**src/design/bitmap_page_allocator_assert.svh**
```systemverilog
// Assertion macros for the bitmap page allocator.
`ifndef BITMAP_PAGE_ALLOCATOR_ASSERT_SVH
`define BITMAP_PAGE_ALLOCATOR_ASSERT_SVH

// Same-cycle implication, sampled on clk, off while in reset.
`define BPA_CHECK(label, ante, cons, msg) \
    label: assert property (@(posedge clk) disable iff (!rst_n) (ante) |-> (cons)) \
        else $error(msg);

// Next-cycle implication, sampled on clk, off while in reset.
`define BPA_CHECK_NEXT(label, ante, cons, msg) \
    label: assert property (@(posedge clk) disable iff (!rst_n) (ante) |=> (cons)) \
        else $error(msg);

`endif

```
**src/design/bpa_pkg.sv**
```systemverilog
// Shared types and codes of the bitmap page allocator.
package bpa_pkg;

    localparam int PAGE_W     = 15;
    localparam int PAGE_SPAN  = 32768;
    localparam int MAX_BIT_W  = 6;

    localparam logic OP_ALLOC = 1'b0;
    localparam logic OP_FREE  = 1'b1;

    localparam logic [1:0] ST_ALLOCATED = 2'd0;
    localparam logic [1:0] ST_FULL      = 2'd1;
    localparam logic [1:0] ST_FREED     = 2'd2;

    typedef logic [PAGE_W-1:0] page_t;
    typedef logic [1:0]        status_t;

    // result of one word scan
    typedef struct packed {
        logic                 found;
        logic [MAX_BIT_W-1:0] bit_idx;
    } bpa_scan_t;

endpackage

```
**src/design/bpa_page_split.sv**
```systemverilog
// Splits a page number into map word, bit and word base (divide by word width).
module bpa_page_split import bpa_pkg::*; #(
    parameter int W     = 64,
    parameter int BIT_W = 6
) (
    input  logic             clk,
    input  logic             load,
    input  page_t            page_id,
    output page_t            word_idx,
    output page_t            word_base,
    output logic [BIT_W-1:0] bit_idx
);

    // reciprocal multiply, exact for 15-bit dividends and W up to 64
    localparam int SHIFT  = 22;
    localparam int RECIP  = ((1 << SHIFT) + W - 1) / W;
    localparam int PROD_W = PAGE_W + SHIFT;

    logic [PROD_W-1:0] prod_reg;
    page_t             pid_reg;
    page_t             quot;
    page_t             qbase;

    always_ff @(posedge clk)
    begin
        if (load)
        begin
            prod_reg <= PROD_W'(page_id) * PROD_W'(RECIP);
            pid_reg  <= page_id;
        end
    end

    assign quot  = prod_reg[SHIFT +: PAGE_W];
    assign qbase = PAGE_W'(quot * PAGE_W'(W));

    always_ff @(posedge clk)
    begin
        word_idx  <= quot;
        word_base <= qbase;
        bit_idx   <= BIT_W'(pid_reg - qbase);
    end

endmodule

```
**config.mk**
```make
export PLATFORM = sky130hd
export DESIGN_NAME = bpa_page_split
export DESIGN_NICKNAME = d
export VERILOG_FILES = /design/src/design/bitmap_page_allocator_assert.svh /design/src/design/bpa_pkg.sv /design/src/design/bpa_page_split.sv
export SDC_FILE = /design/constraint.sdc
export NUM_CORES = 1
export LEC_CHECK = 0
export BUFFER_PORTS_ARGS = -buffer_cell sky130_fd_sc_hd__buf_2
export CELL_PAD_IN_SITES_DETAIL_PLACEMENT = 0
export CELL_PAD_IN_SITES_GLOBAL_PLACEMENT = 1
export CORE_MARGIN = 2
export CORE_UTILIZATION = 32
export CTS_CLUSTER_SIZE = 25
export DETAILED_ROUTE_END_ITERATION = 7
export PLACE_DENSITY_LB_ADDON = 0.12
export RECOVER_POWER = 100
export SYNTH_ARGS = -nofsm -noshare
export SYNTH_HDL_FRONTEND = slang
export SYNTH_SLANG_ARGS = --single-unit
```
**constraint.sdc**
```tcl
create_clock -name clk -period 0.8 [get_ports clk]
set_clock_uncertainty 0.1 [all_clocks]
set_input_delay 0.2 -clock clk [delete_from_list [all_inputs] [get_ports clk]]
set_output_delay 0.2 -clock clk [all_outputs]
set_load 0.02 [all_outputs]
```
==> impl_metrics.yaml <==
floorplan:
  die_area_mm2: 0.00329
  rows: 19
  ios: 53
  core_area_mm2: 0.00273
  initial_core_util: 0.334
  dieWidth_um: 57.4
  fp.dieH_um: 57.4
timing:
  finalHoldViolCount: 15
  fmax_mhz: 916
  post-route-min-period_ps: 1090
  rsz0062_at_grt: "true"
  fin_crit_sh: 1.36
  slew_viol_final: 0
  fin_setup_tns_ps: -6600
  finalSetupViolCount: 24
  hold_slack_ps: -43.0
  fin_ws_ps: -291
clock_network:
  clk_latency_ps: 310
  numCtsBuffers: 5
  clockBufferDepth: 2
  clock-sinks: 30
  clk_pin_slew_ps: 80
  h-tree-depth: 2
  root_buffer: "clkbuf_4"
  cts_tree: "built"
logic_synthesis:
  yosys.area_share.simple: 0
  synthAdderAreaFrac: 0
  postSynth.asyncResetShare: 0
  synth_top_family_by_area: "buffers and inverters"
  yosys_register_bits: 30
  synth_most_common_cell: "buf_4"
  ys_seq_area_frac: 0.823
  synth_compound_area_frac: 0
  synth_area_um2: 912
  synth_top_area_frac: 0.494
  netlist_instances: 52
  synth.area.top_cells: "edfxtp_1 (49%), dfxtp_1 (33%), buf_4 (17%), conb_1 (0.41%)"
  synthFlopType: "edfxtp_1"
  yosysWarnings: 0
  yosys-mux-area-fraction: 0
  synth_edf_count: 15
  synth_area_per_cell_um2: 17.5
  synth_common_cells: "buf_4 (21), dfxtp_1 (15), edfxtp_1 (15), conb_1 (1)"
  synth_cell_types: 4
  synthXorXnorAreaFrac: 0
  yosysTopAreaCell: "edfxtp_1"
hold_path:
  min_to: "prod_reg[23]"
  hold_path.class: "in2reg"
  hold_depth: 1
  min_from: "page_id[7]"
finish:
  finalNonFillerCells: 121
  largest_register_ffs: 15
  area.growth.synth_to_final_pct: 39.9
  drive_gt1_frac: 0.678
  finalNetCount: 107
  diodes: 0
pwr:
  total_power_mw: 2.98
  vdd_drop_max_v: 0.00130
  leakagePower_nw: 0.553
  p_per_area_mw_per_mm2: 2340
grt:
  use_met2: 0.117
  grt_pass1_vias: 376
  grt-ovfl-total: 0
  use_met1: 0.0584
  grt_pass1_wl_um: 1590
  grt_start_max_net_pins: 16
  antenna_found_initial: 0
  grt_use_total: 0.0760
  met3_usage: 0.0408
  top_usage_layer: "met2"
routing:
  vias: 435
  drt_first_pass_iters: 4
  wirelength_um: 1110
  route.detailed.drc: 0
  wl_per_cell_um: 9.20
  drtIter0Drc: 17
  avgViaCountPerCell: 3.60
  ant_nets: 0
placement:
  io_buffers: 40
  gp_congestion: 0.578
  dp_cells: 114
outcome:
  status: "finished, violations left"
  violations: "negative hold slack, negative setup slack"
setup_path:
  path_max_fanout: 2
  startpoint_type: "register"
  path_delay_family: "flip-flops"
  r2r_slack_ps: 200
  cp_slowest_stage_delay_ps: 350
  r2r_cells: 0
  worst_ep_arrival_time_ps: 790
  critPathRequiredTime_ps: 500
  critPathBufInv: 1
  crit_type: "reg2out"
  cp_cell_sequence: "buf_6"
  reg2reg_to: "word_idx[4]"
  cp-end-kind: "output pin"
  r2r-start: "prod_reg[26]"
  slowest_stage: "dfxtp_4"
run:
  cap_viol_max_count: 0
-- cells by family after synthesis --
group                  count (synthesis)
flip-flops                            30
buffers and inverters                 21
other                                  1
-- what timing repair did --
item,in CTS,in global routing
endpoints found under the hold margin,15,15
resized for setup,54,0
buffers inserted,0,0
endpoints found under the setup margin,24,24
-- how the worst max path moves through the flow --
stage           startpoint  depth (start not counted)       endpoint  slack, ps
5_1_grt        word_idx[5]                          1  word_base[11]       -330
2_1_floorplan  word_idx[0]                          1    word_idx[0]         20
6_report       word_idx[4]                          1  word_base[10]       -290
3_3_place_gp          load                          2   prod_reg[20]        -40
3_5_place_dp          load                          2   prod_reg[21]        -40
4_1_cts        word_idx[5]                          1    word_idx[5]       -310
-- power breakdown --
part	internal (mW)	switching, mW	leakage, nW
clock network	0.330	0.435	0.0254
registers	1.74	0.0492	0.277
logic	0.202	0.226	0.251
-- placed cells by master (no fill, tap or decap) --
master / n
edfxtp_1: 15
clkbuf_1: 2
buf_6: 24
clkbuf_2: 1
clkbuf_4: 5
dfxtp_4: 9
conb_1: 12
dfxtp_2: 6
buf_2: 16
-- per-stage QoR --
step / area [um^2] / setup slack [ps] / utilization
5_1_grt: 1280 / -328 / 0.467
2_1_floorplan: 1020 / 21.8 / -
6_report: 1280 / -291 / 0.467
3_5_place_dp: 1090 / -44.7 / 0.398
3_3_place_gp: 1090 / -40.3 / 0.398
4_1_cts: 1290 / -306 / 0.472
-- routing by layer --
| metal | share of wire | vias to the layer above |
|---|---|---|
| li1 | - | 212 |
| met1 | 0.29 | 187 |
| met2 | 0.60 | 30 |
| met3 | 0.077 | 6 |
| met4 | 0.039 | 0 |
| met5 | 0 | - |
-- final cells by class --
type | count | area (um^2)
Fill cell | 252 | 1460
Sequential cell | 30 | 792
Timing Repair Buffer | 41 | 355
Multi-Input combinational cell | 12 | 45.0
Clock buffer | 7 | 45.0
Tap cell | 31 | 38.8
Note: power is estimated with default switching activity, not from simulation.
